==> config.mk <==
export PLATFORM = sky130hd
export DESIGN_NAME = masked_byte_pattern_search
export DESIGN_NICKNAME = d
export VERILOG_FILES = /design/src/rtl/mbps_pkg.sv /design/src/rtl/mbps_cfg.sv /design/src/rtl/mbps_match.sv /design/src/rtl/masked_byte_pattern_search.sv
export SDC_FILE = /design/constraint.sdc
export NUM_CORES = 2
export LEC_CHECK = 0
export ABC_AREA = 0
export BUFFER_PORTS_ARGS = -buffer_cell sky130_fd_sc_hd__buf_2
export CAP_MARGIN = 30
export CORE_MARGIN = 1
export CORE_UTILIZATION = 55
export CTS_CLUSTER_SIZE = 8
export DETAILED_ROUTE_END_ITERATION = 8
export PLACE_DENSITY = 0.72
export SYNTH_ARGS = -nofsm -noshare
export SYNTH_HDL_FRONTEND = slang
export SYNTH_SLANG_ARGS = --single-unit
==> constraint.sdc <==
create_clock -name clk -period 12.02 [get_ports clk]
set_input_delay 2.404 -clock clk [delete_from_list [all_inputs] [get_ports clk]]
set_output_delay 2.404 -clock clk [all_outputs]
set_load 0.01 [all_outputs]
==> src/rtl/mbps_pkg.sv <==
// Shared types and constants for the masked byte pattern search block.
// Used by mbps_cfg, mbps_match and masked_byte_pattern_search; no dependencies.
package mbps_pkg;

  localparam int MAX_PATTERN_BYTES = 16;
  localparam int ADDR_W            = 64;
  localparam int LEN_W             = 5;
  localparam int CARE_W            = 16;
  localparam int DIST_W            = 4;
  localparam int CFG_IDX_W         = 3;
  localparam int CFG_DATA_W        = 64;

  // Register indexes of the configuration port
  localparam logic [CFG_IDX_W-1:0] REG_BASE_ADDRESS   = 3'd0;
  localparam logic [CFG_IDX_W-1:0] REG_PATTERN_LOW    = 3'd1;
  localparam logic [CFG_IDX_W-1:0] REG_PATTERN_HIGH   = 3'd2;
  localparam logic [CFG_IDX_W-1:0] REG_CARE_MASK      = 3'd3;
  localparam logic [CFG_IDX_W-1:0] REG_PATTERN_LENGTH = 3'd4;

  typedef struct packed {
    logic [7:0] data_byte;
    logic       last_byte;
  } in_item_t;

  typedef struct packed {
    logic              found;
    logic [ADDR_W-1:0] match_address;
  } out_item_t;

  typedef struct packed {
    logic [ADDR_W-1:0] base_address;
    logic [63:0]       pattern_high;
    logic [63:0]       pattern_low;
    logic [CARE_W-1:0] care_mask;
    logic [LEN_W-1:0]  pattern_length;
  } cfg_t;

  // Compare results for the byte in flight
  typedef struct packed {
    logic              full_hit;   // candidate with the whole pattern inside the stream
    logic              any_hit;    // any candidate, partial ones included
    logic [DIST_W-1:0] full_dist;  // distance back to the full candidate's start
    logic [DIST_W-1:0] pick_dist;  // distance back to the earliest matching start
  } hit_t;

endpackage

==> src/rtl/mbps_cfg.sv <==
// Configuration register file of the masked byte pattern search block.
// Depends on mbps_pkg for the register indexes and the cfg_t struct.
module mbps_cfg (
  input  logic                               clk,
  input  logic                               rst_n,
  input  logic                               cfg_we,
  input  logic [mbps_pkg::CFG_IDX_W-1:0]     cfg_index,
  input  logic [mbps_pkg::CFG_DATA_W-1:0]    cfg_wdata,
  output mbps_pkg::cfg_t                     cfg
);

  mbps_pkg::cfg_t cfg_r;

  // Take writes; unknown indexes are dropped
  always_ff @(posedge clk) begin
    if (!rst_n) begin
      cfg_r.base_address   <= '0;
      cfg_r.pattern_low    <= '0;
      cfg_r.pattern_high   <= '0;
      cfg_r.care_mask      <= '0;
      cfg_r.pattern_length <= mbps_pkg::LEN_W'(1);
    end else if (cfg_we) begin
      unique case (cfg_index)
        mbps_pkg::REG_BASE_ADDRESS:   cfg_r.base_address   <= cfg_wdata;
        mbps_pkg::REG_PATTERN_LOW:    cfg_r.pattern_low    <= cfg_wdata;
        mbps_pkg::REG_PATTERN_HIGH:   cfg_r.pattern_high   <= cfg_wdata;
        mbps_pkg::REG_CARE_MASK:
          cfg_r.care_mask <= cfg_wdata[mbps_pkg::CARE_W-1:0];
        mbps_pkg::REG_PATTERN_LENGTH:
          cfg_r.pattern_length <= cfg_wdata[mbps_pkg::LEN_W-1:0];
        default: ;
      endcase
    end
  end

  assign cfg = cfg_r;

endmodule

==> src/rtl/mbps_match.sv <==
// Parallel window compare: judges every candidate start in the byte window.
// Depends on mbps_pkg for cfg_t, hit_t and the field widths.
module mbps_match #(
  parameter int MAX_PATTERN_BYTES = mbps_pkg::MAX_PATTERN_BYTES
) (
  input  logic [MAX_PATTERN_BYTES*8-1:0]   window,      // byte d back at [8d+7:8d]
  input  mbps_pkg::cfg_t                   cfg,
  input  logic [mbps_pkg::ADDR_W-1:0]      bytes_seen,
  output mbps_pkg::hit_t                   hit
);

  localparam logic [mbps_pkg::LEN_W-1:0] MAX_LEN = mbps_pkg::LEN_W'(MAX_PATTERN_BYTES);

  logic [mbps_pkg::LEN_W-1:0]  eff_len;
  logic [MAX_PATTERN_BYTES-1:0] cand_ok;
  logic [127:0]                 pattern;

  assign pattern = {cfg.pattern_high, cfg.pattern_low};

  // Clamp the length: zero acts as one, overlong saturates
  always_comb begin
    if (cfg.pattern_length == '0) begin
      eff_len = mbps_pkg::LEN_W'(1);
    end else if (cfg.pattern_length > MAX_LEN) begin
      eff_len = MAX_LEN;
    end else begin
      eff_len = cfg.pattern_length;
    end
  end

  // Judge each start d bytes back on the positions that lie in the stream
  always_comb begin
    logic ok;
    for (int d = 0; d < MAX_PATTERN_BYTES; d++) begin
      ok = (bytes_seen >= mbps_pkg::ADDR_W'(d));
      for (int i = 0; i <= d; i++) begin
        if ((i == 0 || cfg.care_mask[i]) &&
            window[8*(d-i) +: 8] != pattern[8*i +: 8]) begin
          ok = 1'b0;
        end
      end
      cand_ok[d] = ok;
    end
  end

  // Select the full candidate and the earliest start overall
  always_comb begin
    hit.full_hit  = 1'b0;
    hit.any_hit   = 1'b0;
    hit.pick_dist = '0;
    hit.full_dist = mbps_pkg::DIST_W'(eff_len - mbps_pkg::LEN_W'(1));
    for (int d = 0; d < MAX_PATTERN_BYTES; d++) begin
      if (mbps_pkg::LEN_W'(d + 1) == eff_len && cand_ok[d]) begin
        hit.full_hit = 1'b1;
      end
      if (mbps_pkg::LEN_W'(d) < eff_len && cand_ok[d]) begin
        hit.any_hit   = 1'b1;
        hit.pick_dist = mbps_pkg::DIST_W'(d);
      end
    end
  end

endmodule

==> src/rtl/masked_byte_pattern_search.sv <==
// Masked byte pattern search: scans a region's byte stream for the first pattern match.
// Top level; uses mbps_pkg, mbps_cfg and mbps_match.
//
// Takes one byte per clock, with no gaps unless a last byte stalls: a byte enters the
// input register, is compared against every candidate start in the window of the last
// MAX_PATTERN_BYTES bytes in one pass, and on the byte marked last a single result
// (found, base + first match offset) is loaded from the input register into the
// output register that drives out_valid. The output register lets the next region's bytes
// keep flowing while a result waits; only a new last byte stalls behind an untaken
// result. Write configuration only while no byte is in flight.
module masked_byte_pattern_search #(
  parameter int MAX_PATTERN_BYTES = mbps_pkg::MAX_PATTERN_BYTES
) (
  input  logic                             clk,
  input  logic                             rst_n,
  input  logic                             in_valid,
  output logic                             in_ready,
  input  mbps_pkg::in_item_t               in_data,
  output logic                             out_valid,
  input  logic                             out_ready,
  output mbps_pkg::out_item_t              out_data,
  input  logic                             cfg_we,
  input  logic [mbps_pkg::CFG_IDX_W-1:0]   cfg_index,
  input  logic [mbps_pkg::CFG_DATA_W-1:0]  cfg_wdata
);

  localparam int RECENT_N = (MAX_PATTERN_BYTES > 1) ? MAX_PATTERN_BYTES - 1 : 1;

  mbps_pkg::cfg_t      cfg;
  mbps_pkg::hit_t      hit;

  logic                s1_valid_r;
  mbps_pkg::in_item_t  s1_data_r;
  logic                s1_fire;

  logic [7:0]                     recent_r [RECENT_N];
  logic [MAX_PATTERN_BYTES*8-1:0] window;
  logic [mbps_pkg::ADDR_W-1:0]    bytes_seen_r;
  logic                           match_seen_r;
  logic [mbps_pkg::ADDR_W-1:0]    first_off_r;
  logic [mbps_pkg::ADDR_W-1:0]    first_off_nxt;

  logic                           out_valid_r;
  mbps_pkg::out_item_t            out_data_r;
  mbps_pkg::out_item_t            out_data_nxt;
  logic [mbps_pkg::ADDR_W-1:0]    off_a;
  logic [mbps_pkg::ADDR_W-1:0]    off_b;

  mbps_cfg u_cfg (
    .clk       (clk),
    .rst_n     (rst_n),
    .cfg_we    (cfg_we),
    .cfg_index (cfg_index),
    .cfg_wdata (cfg_wdata),
    .cfg       (cfg)
  );

  // A byte leaves the input register unless it is last and the result slot holds an untaken result
  assign s1_fire  = s1_valid_r && (!s1_data_r.last_byte || !out_valid_r || out_ready);
  assign in_ready = !s1_valid_r || s1_fire;

  // Input register
  always_ff @(posedge clk) begin
    if (!rst_n) begin
      s1_valid_r <= 1'b0;
    end else if (in_ready) begin
      s1_valid_r <= in_valid;
    end
  end

  always_ff @(posedge clk) begin
    if (in_ready && in_valid) begin
      s1_data_r <= in_data;
    end
  end

  // Assemble the window: current byte, then earlier bytes most recent first
  always_comb begin
    window[7:0] = s1_data_r.data_byte;
    for (int k = 1; k < MAX_PATTERN_BYTES; k++) begin
      window[8*k +: 8] = recent_r[k-1];
    end
  end

  mbps_match #(
    .MAX_PATTERN_BYTES (MAX_PATTERN_BYTES)
  ) u_match (
    .window     (window),
    .cfg        (cfg),
    .bytes_seen (bytes_seen_r),
    .hit        (hit)
  );

  // Advance the history of previous bytes
  always_ff @(posedge clk) begin
    if (s1_fire && !s1_data_r.last_byte) begin
      recent_r[0] <= s1_data_r.data_byte;
      for (int k = 1; k < RECENT_N; k++) begin
        recent_r[k] <= recent_r[k-1];
      end
    end
  end

  assign first_off_nxt = bytes_seen_r - mbps_pkg::ADDR_W'(hit.full_dist);

  // Stream state: byte count and the first full match; clear at region end
  always_ff @(posedge clk) begin
    if (!rst_n) begin
      bytes_seen_r <= '0;
      match_seen_r <= 1'b0;
    end else if (s1_fire) begin
      if (s1_data_r.last_byte) begin
        bytes_seen_r <= '0;
        match_seen_r <= 1'b0;
      end else begin
        bytes_seen_r <= bytes_seen_r + mbps_pkg::ADDR_W'(1);
        if (hit.full_hit) begin
          match_seen_r <= 1'b1;
        end
      end
    end
  end

  always_ff @(posedge clk) begin
    if (s1_fire && !s1_data_r.last_byte && !match_seen_r && hit.full_hit) begin
      first_off_r <= first_off_nxt;
    end
  end

  // Build the result: an earlier full match wins, else the earliest start now
  always_comb begin
    off_a = match_seen_r ? first_off_r : bytes_seen_r;
    off_b = match_seen_r ? '0 : mbps_pkg::ADDR_W'(hit.pick_dist);
    out_data_nxt.found         = match_seen_r || hit.any_hit;
    out_data_nxt.match_address = out_data_nxt.found ?
                                 (cfg.base_address + off_a - off_b) : '0;
  end

  // Output register: load on a last byte, drop once taken
  always_ff @(posedge clk) begin
    if (!rst_n) begin
      out_valid_r <= 1'b0;
    end else if (s1_fire && s1_data_r.last_byte) begin
      out_valid_r <= 1'b1;
    end else if (out_ready) begin
      out_valid_r <= 1'b0;
    end
  end

  always_ff @(posedge clk) begin
    if (s1_fire && s1_data_r.last_byte) begin
      out_data_r <= out_data_nxt;
    end
  end

  assign out_valid = out_valid_r;
  assign out_data  = out_data_r;

  // A miss carries a zero address
  a_miss_zero_addr: assert property (@(posedge clk) disable iff (!rst_n)
    out_valid_r && !out_data_r.found |-> out_data_r.match_address == '0)
    else $error("miss result with nonzero address");

  // Region end clears the stream state
  a_end_clears: assert property (@(posedge clk) disable iff (!rst_n)
    s1_fire && s1_data_r.last_byte |=> bytes_seen_r == '0 && !match_seen_r)
    else $error("stream state not cleared after last byte");

  // Each inner byte advances the count by one
  a_count_step: assert property (@(posedge clk) disable iff (!rst_n)
    s1_fire && !s1_data_r.last_byte |=>
      bytes_seen_r == $past(bytes_seen_r) + mbps_pkg::ADDR_W'(1))
    else $error("byte count did not advance");

  // A recorded match is only dropped at region end or reset
  a_match_sticky: assert property (@(posedge clk) disable iff (!rst_n)
    $fell(match_seen_r) |-> !$past(rst_n) || $past(s1_fire && s1_data_r.last_byte))
    else $error("match flag lost inside a region");

  // A last byte never overwrites a waiting result
  a_no_overwrite: assert property (@(posedge clk) disable iff (!rst_n)
    s1_fire && s1_data_r.last_byte |-> !out_valid_r || out_ready)
    else $error("result overwritten before taken");

endmodule
**Word-level counts from Yosys, hierarchy flattened**

Memory sizes are Yosys's and may differ from the RTL's.
Cells that the tools add are included.

- Add/subtract/negate cells: 5
- Order comparisons: 33
- Equality and inequality tests: 156
- Muxes and demuxes: 194
- Reductions and logical operators: 176

Operators with widths:

| operator | count |
|---|---|
| $ne 8x8->1 | 136 |
| $ge 64x4->1 const B | 8 |
| $ge 64x3->1 const B | 4 |
| $mux 1 | 175 |
| $logic_and 1x1->1 | 158 |
| $ge 64x1->1 const B | 2 |
| $ge 64x2->1 const B | 2 |
| $mux 64 | 2 |
| $sub 64x4->64 | 2 |
| $add 64x1->64 const B | 1 |
| $add 64x64->64 | 1 |
| $eq 4x5->1 const A | 8 |
| $lt 4x5->1 const A | 8 |
| $mux 4 | 9 |
| $eq 3x5->1 const A | 4 |
| $lt 3x5->1 const A | 4 |
| $mux 3 | 4 |
| $reduce_and 2->1 | 6 |
| $eq 2x5->1 const A | 2 |
| $lt 1x5->1 const A | 2 |
| $lt 2x5->1 const A | 2 |
| $mux 5 | 2 |
| $eq 3x2->1 const B | 2 |
| $eq 1x5->1 const A | 1 |
| 11 further kinds | 19 |

- Register bits: 418
- Memory bits (writable): 120
- Bits of input ports: 81
- Output and inout port bits: 67
- Word-level logic and storage cells: 579
- Memories: 1

Memory list:

| memory | depth | width | rd ports | clocked after Yosys merged registers in | write ports | line | source |
|---|---|---|---|---|---|---|---|
| recent_r | 15 | 8 | 15 | 0 | 15 | masked_byte_pattern_search.sv:36 | `logic [7:0] recent_r [RECENT_N];` |

**Longest topological paths before layout**

- Depth after elaboration: 23
- Depth in mapped cells: 32
- Gate-level depth less buffers: 30

**Cells and area by module**

From an unflattened synthesis, not the netlist that was laid out.

- Cell total of the unflattened synthesis: 4575
- Area, all modules: 40871.7 um2

By module, submodules not included:

| module | times used | cells each | area an instance (um2) | sequential area each (um2) |
|---|---|---|---|---|
| masked_byte_pattern_search | 1 | 1836 | 18610.3 | 9088.7 |
| mbps_match | 1 | 1975 | 14303.7 | 0.0 |
| mbps_cfg | 1 | 764 | 7957.6 | 4264.1 |

**Worst setup path before layout**

No wires, ideal clock.

- Path type: register -> register
- Start point: register s1_data_r[0] in the netlist's numbering
- End point: register first_off_r[0] in the netlist's numbering, enable pin
- Library setup time: 0.429 ns
- Data arrival time: 7.906 ns
- Required time: 11.591 ns
- Slack: 3.684 ns
- Cell stages (with the launch flop): 3
- Buffers on the path: 0
- Clock period less this slack: 8.336 ns
- Cell sequence: edfxtp_1 nor2b_1 and3b_1

- Word-level cells in the longest chain between the ends: 7

RTL lines:

| item | line | source |
|---|---|---|
| start, declared | masked_byte_pattern_search.sv:33 | `mbps_pkg::in_item_t s1_data_r;` |
| start signal, assigned | masked_byte_pattern_search.sv:73 | `s1_data_r <= in_data;` |
| $logic_not 1->1 * | masked_byte_pattern_search.sv:59, masked_byte_pattern_search.sv:125 |  |
| $logic_or 1x1->1 (2 in series) | masked_byte_pattern_search.sv:59 | `assign s1_fire = s1_valid_r && (!s1_data_r.last_byte \|\| !out_valid_r \|\| out_ready);` |
| $logic_and 1x1->1 | masked_byte_pattern_search.sv:59 |  |
| $logic_and 1x1->1 * (3 in series) | masked_byte_pattern_search.sv:125 | `if (s1_fire && !s1_data_r.last_byte && !match_seen_r && hit.full_hit) begin` |
| end signal, assigned | masked_byte_pattern_search.sv:126 | `first_off_r <= first_off_nxt;` |
| end, declared | masked_byte_pattern_search.sv:40 | `logic [mbps_pkg::ADDR_W-1:0] first_off_r;` |

Mark *: on every way between the ends. The rest lies on a longest branch, timed or not.
A chain may end at the register's enable or synchronous reset.

**Final worst setup path**

- Start point: register bytes_seen_r[58] in the netlist's numbering
- End point: register out_data_r (netlist bit out_data[63]) (data pin)

- Word-level cells in the longest chain between the ends: 21
- Elaborated cells between the ends (all ways): 204
- Classes of those cells: add/sub: 2; order compare: 16; mux: 169; reduce/logical: 17

RTL lines:

| item | line | source |
|---|---|---|
| start, declared | masked_byte_pattern_search.sv:38 | `logic [mbps_pkg::ADDR_W-1:0] bytes_seen_r;` |
| start signal, assigned | masked_byte_pattern_search.sv:116 | `bytes_seen_r <= bytes_seen_r + mbps_pkg::ADDR_W'(1);` |
| $ge 64x1->1, or another cell as far along | mbps_match.sv:35 | `ok = (bytes_seen >= mbps_pkg::ADDR_W'(d));` |
| $mux 1 (2 in series) | mbps_match.sv:37 | `if ((i == 0 \|\| cfg.care_mask[i]) &&` |
| $logic_and 1x1->1 / $mux 1 (equally long branches) | mbps_match.sv:56, mbps_match.sv:37 |  |
| $mux 1, or another cell as far along | mbps_match.sv:56 | `if (mbps_pkg::LEN_W'(d) < eff_len && cand_ok[d]) begin` |
| $mux 2, or another cell as far along (2 in series) | mbps_match.sv:56 |  |
| $mux 3, or another cell as far along (4 in series) | mbps_match.sv:56 |  |
| $mux 4, or another cell as far along (6 in series) | mbps_match.sv:56 |  |
| $mux 4 / $logic_and 1x1->1 (equally long branches) | mbps_match.sv:56 |  |
| $mux 4 | mbps_match.sv:56 |  |
| $mux 4 | masked_byte_pattern_search.sv:133 | `off_b = match_seen_r ? '0 : mbps_pkg::ADDR_W'(hit.pick_dist);` |
| $sub 64x4->64 | masked_byte_pattern_search.sv:136 | `(cfg.base_address + off_a - off_b) : '0;` |
| end signal, assigned | masked_byte_pattern_search.sv:152 | `out_data_r <= out_data_nxt;` |
| end, declared | masked_byte_pattern_search.sv:44 | `mbps_pkg::out_item_t out_data_r;` |

Parallel ways exist; a longest one is shown, timed or not.

==> flow_summary.json <==
{
  "initial_utilization": 0.560,
  "grt_pass1_vias": 32200,
  "path_clk_slew_ns": 0.05,
  "gr-total-overflow": 0,
  "dp_hpwl_um": 96100,
  "r2r_start": "bytes_seen_r[58]",
  "cts_hold_buffers": 0,
  "num_rows": 98,
  "irDropWorstVdd_uv": 107,
  "critical_path.slowest_cell": "nor4_1",
  "synthFlopType": "dfxtp_1",
  "gp_congestion": 1.14,
  "vias_per_cell": 6.29,
  "post_cts_buffers": 0,
  "n_fill_cell": 6220,
  "power.density_nw_per_um2": 111,
  "synthArstFlopShare": 0,
  "antenna_found_initial": 12,
  "maxClockFrequency_ghz": 0.111,
  "r2r_slack_ns": 3.03,
  "htree_levels": 3,
  "p_leak_nw": 15.0,
  "fin_area_um2": 43700,
  "crit_type": "register to register",
  "drcViolationCount": 0,
  "yosysMostFrequentCell": "xnor2_1",
  "ys_types": 78,
  "synth_fp_nets": 4885,
  "hp-class": "register to register",
  "portBuffers": 147,
  "die-area_um2": 74400,
  "path_max_fanout": 53,
  "ys_seq_area_frac": 0.331,
  "syn_avg_cell_area_um2": 8.65,
  "fin_util": 0.607,
  "wire_per_inst_um": 25.1,
  "holdPathEnd": "u_cfg.cfg[155]",
  "drt_wl_total_um": 139000,
  "rsz0062_at_grt": "no",
  "hold_viol": 0,
  "synth_edf_count": 258,
  "synth.top_cell.area_share": 0.233,
  "tightestPinTransition_ns": 1.13,
  "core-area_um2": 72000,
  "final_nets": 4761,
  "first_pass_iters": 8,
  "cts_buffers": 77,
  "relSlewSlack": 0.238,
  "setup_violations": 0,
  "finClkSkew_ns": 0.0455,
  "grt_pass1_wl_um": 207000,
  "area_growth_pct": 8.37,
  "cts_resized": 0,
  "clk_latency_ns": 0.67,
  "crit_family": "simple AND/OR/NAND/NOR gates",
  "syn_inst": 4663,
  "critPathRequiredTime_ns": 12.44,
  "fin_tns_setup_ns": 0,
  "reg2reg_depth": 27,
  "whs_path_depth": 2,
  "grtUsageTotal": 0.369,
  "synth-seq-cells": 537,
  "synthTopCellsByCount": "1075 x xnor2_1, 547 x nand2_1, 342 x clkbuf_1",
  "fp.dieW_um": 273,
  "path_buf_inv": 2,
  "cpPeakStageDelay_ns": 0.74,
  "place_area_um2": 41300,
  "die_y_um": 273,
  "drv_slew": 0,
  "worstSetupStartpointType": "register",
  "cts_tree": "yes",
  "clockBufferDepth": 3,
  "synth_largest_area_cell": "xnor2_1",
  "ios": 148,
  "final_antenna_net_count": 0,
  "cts.sinks": 537,
  "outcome": "complete, no violations",
  "hp-start": "u_cfg.cfg[155]",
  "drt_iter0_markers": 4847,
  "grt_max_degree": 118,
  "post_synth_instance_area_um2": 40300,
  "fin_crit_sh": 0.748,
  "synth_area_leaders": "xnor2_1 23%, edfxtp_1 19%, dfxtp_1 14%",
  "drive_above_1_share": 0.0850,
  "endpoint_kind": "register",
  "cp_data_arrival_time_ns": 9.41,
  "setup.worst_path.start": "bytes_seen_r[58]",
  "cts_root_buffer": "clkbuf_16",
  "fin_crit_ns": 8.99,
  "yosysWarnings": 0,
  "vias": 34900,
  "r2r-end": "out_data[63]",
  "max_cap_violations": 0
}
through the flow:
| step | hold WS (ns) | worst slack (ns) | instances | total power, W |
|---|---|---|---|---|
| after floorplan | 0.424 | 3.68 | 4663 | 0.00255 |
| after global placement | 0.452 | 3.36 | 5395 | 0.00274 |
| after detailed placement | 0.458 | 3.35 | 5402 | 0.00275 |
| after CTS | 0.465 | 3.25 | 5531 | 0.00483 |
| after global routing | 0.487 | 2.55 | 5539 | 0.00498 |
| final | 0.462 | 3.03 | 5544 | 0.00484 |
metal layers:
| layer | routed length [um] | up-vias | global-route usage |
|---|---|---|---|
| met5 | 118 | - | 0.00321 |
| met1 | 54600 | 16600 | 0.490 |
| met2 | 58000 | 2249 | 0.536 |
| met3 | 18100 | 543 | 0.112 |
| met4 | 8300 | 14 | 0.194 |
| li1 | - | 15400 | - |
cell families (layout without fill, tap and decap cells):
logic type | count (synthesis) | in the layout | share of synthesized area
AOI/OAI and AO/OA | 695 | 695 | 0.111
xor gates and xnor gates | 1260 | 1260 | 0.274
adders and majority gates | 141 | 141 | 0.0447
buffers and inverters | 683 | 609 | 0.0656
DFF | 537 | 537 | 0.331
muxes | 72 | 72 | 0.0180
other | 0 | 5 | 0
and+or+nand+nor | 1275 | 1275 | 0.156
worst reg2reg max path, stage by stage (launching register included):
cell and delay, ns:
dfxtp_1 0.39, or4_1 0.59, nor4_1 0.75, nand4_1 0.19
or3_4 0.49, nor2_2 0.24, nor3_1 0.13, and2_1 0.20
o21ai_1 0.15, nor2b_1 0.21, and3_2 0.21, buf_4 0.46
nor2_1 0.16, fa_1 0.52, inv_1 0.04, ha_1 0.36
a31oi_1 0.23, a21oi_1 0.16, o211a_1 0.30, a311oi_1 0.70
o31ai_1 0.35, and3_1 0.24, nor3_1 0.48, o21ai_0 0.25
a221oi_1 0.43, o21ai_0 0.20, xnor2_1 0.15, and2_1 0.16
how the worst max path moves through the flow:
| stage | end | cells past startpoint |
|---|---|---|
| after floorplan | first_off_r[0] | 2 |
| after global placement | out_data[63] | 24 |
| after detailed placement | out_data[63] | 28 |
| after CTS | out_data[63] | 29 |
| after global routing | out_data[63] | 29 |
| final | out_data[63] | 27 |
report_power, final:
group / leakage, nW / internal, W / switching, W
registers: 4.62 / 0.00196 / 0.0000720
logic: 9.28 / 0.000301 / 0.000419
clock network: 1.08 / 0.00121 / 0.000885
flip-flops by register name (all words and copies together) (netlist names):
signal	count
first_off_r	64
u_cfg.cfg	212
s1_valid_r	1
out_valid	1
bytes_seen_r	64
match_seen_r	1
out_data	65
recent_r	120
s1_data_r	9
cell type report:
type,count,area [um2],share of cell area
Timing Repair Buffer,266,1680,0.0385
Clock inverter,7,186,0.00427
Sequential cell,537,13300,0.305
Clock buffer,122,2110,0.0482
Tap cell,950,1190,0.0272
Antenna cell,5,12.5,0.000286
Inverter,214,803,0.0184
Multi-Input combinational cell,3443,24400,0.558
placed cells by master (no fill, tap or decap), drive strengths merged, types with 6 or more instances in the layout:
| master | instances |
|---|---|
| inv | 215 |
| nor4 | 49 |
| a21oi | 98 |
| or4 | 7 |
| a31oi | 65 |
| xor2 | 185 |
| o21ai | 187 |
| clkinv | 6 |
| a21boi | 215 |
| buf | 260 |
| nand4 | 311 |
| nand2 | 547 |
| o21bai | 9 |
| and2 | 27 |
| and4 | 8 |
| nor3 | 27 |
| clkbuf | 128 |
| ha | 136 |
| nand2b | 11 |
| edfxtp | 258 |
| a21o | 58 |
| a211oi | 7 |
| xnor2 | 1075 |
| or3 | 15 |
| mux2i | 67 |
| nor2b | 12 |
| dfxtp | 279 |
| nand3 | 61 |
| and3 | 33 |
| nor2 | 146 |
| o21a | 11 |
No activity file was read; power rests on OpenSTA's default activity.
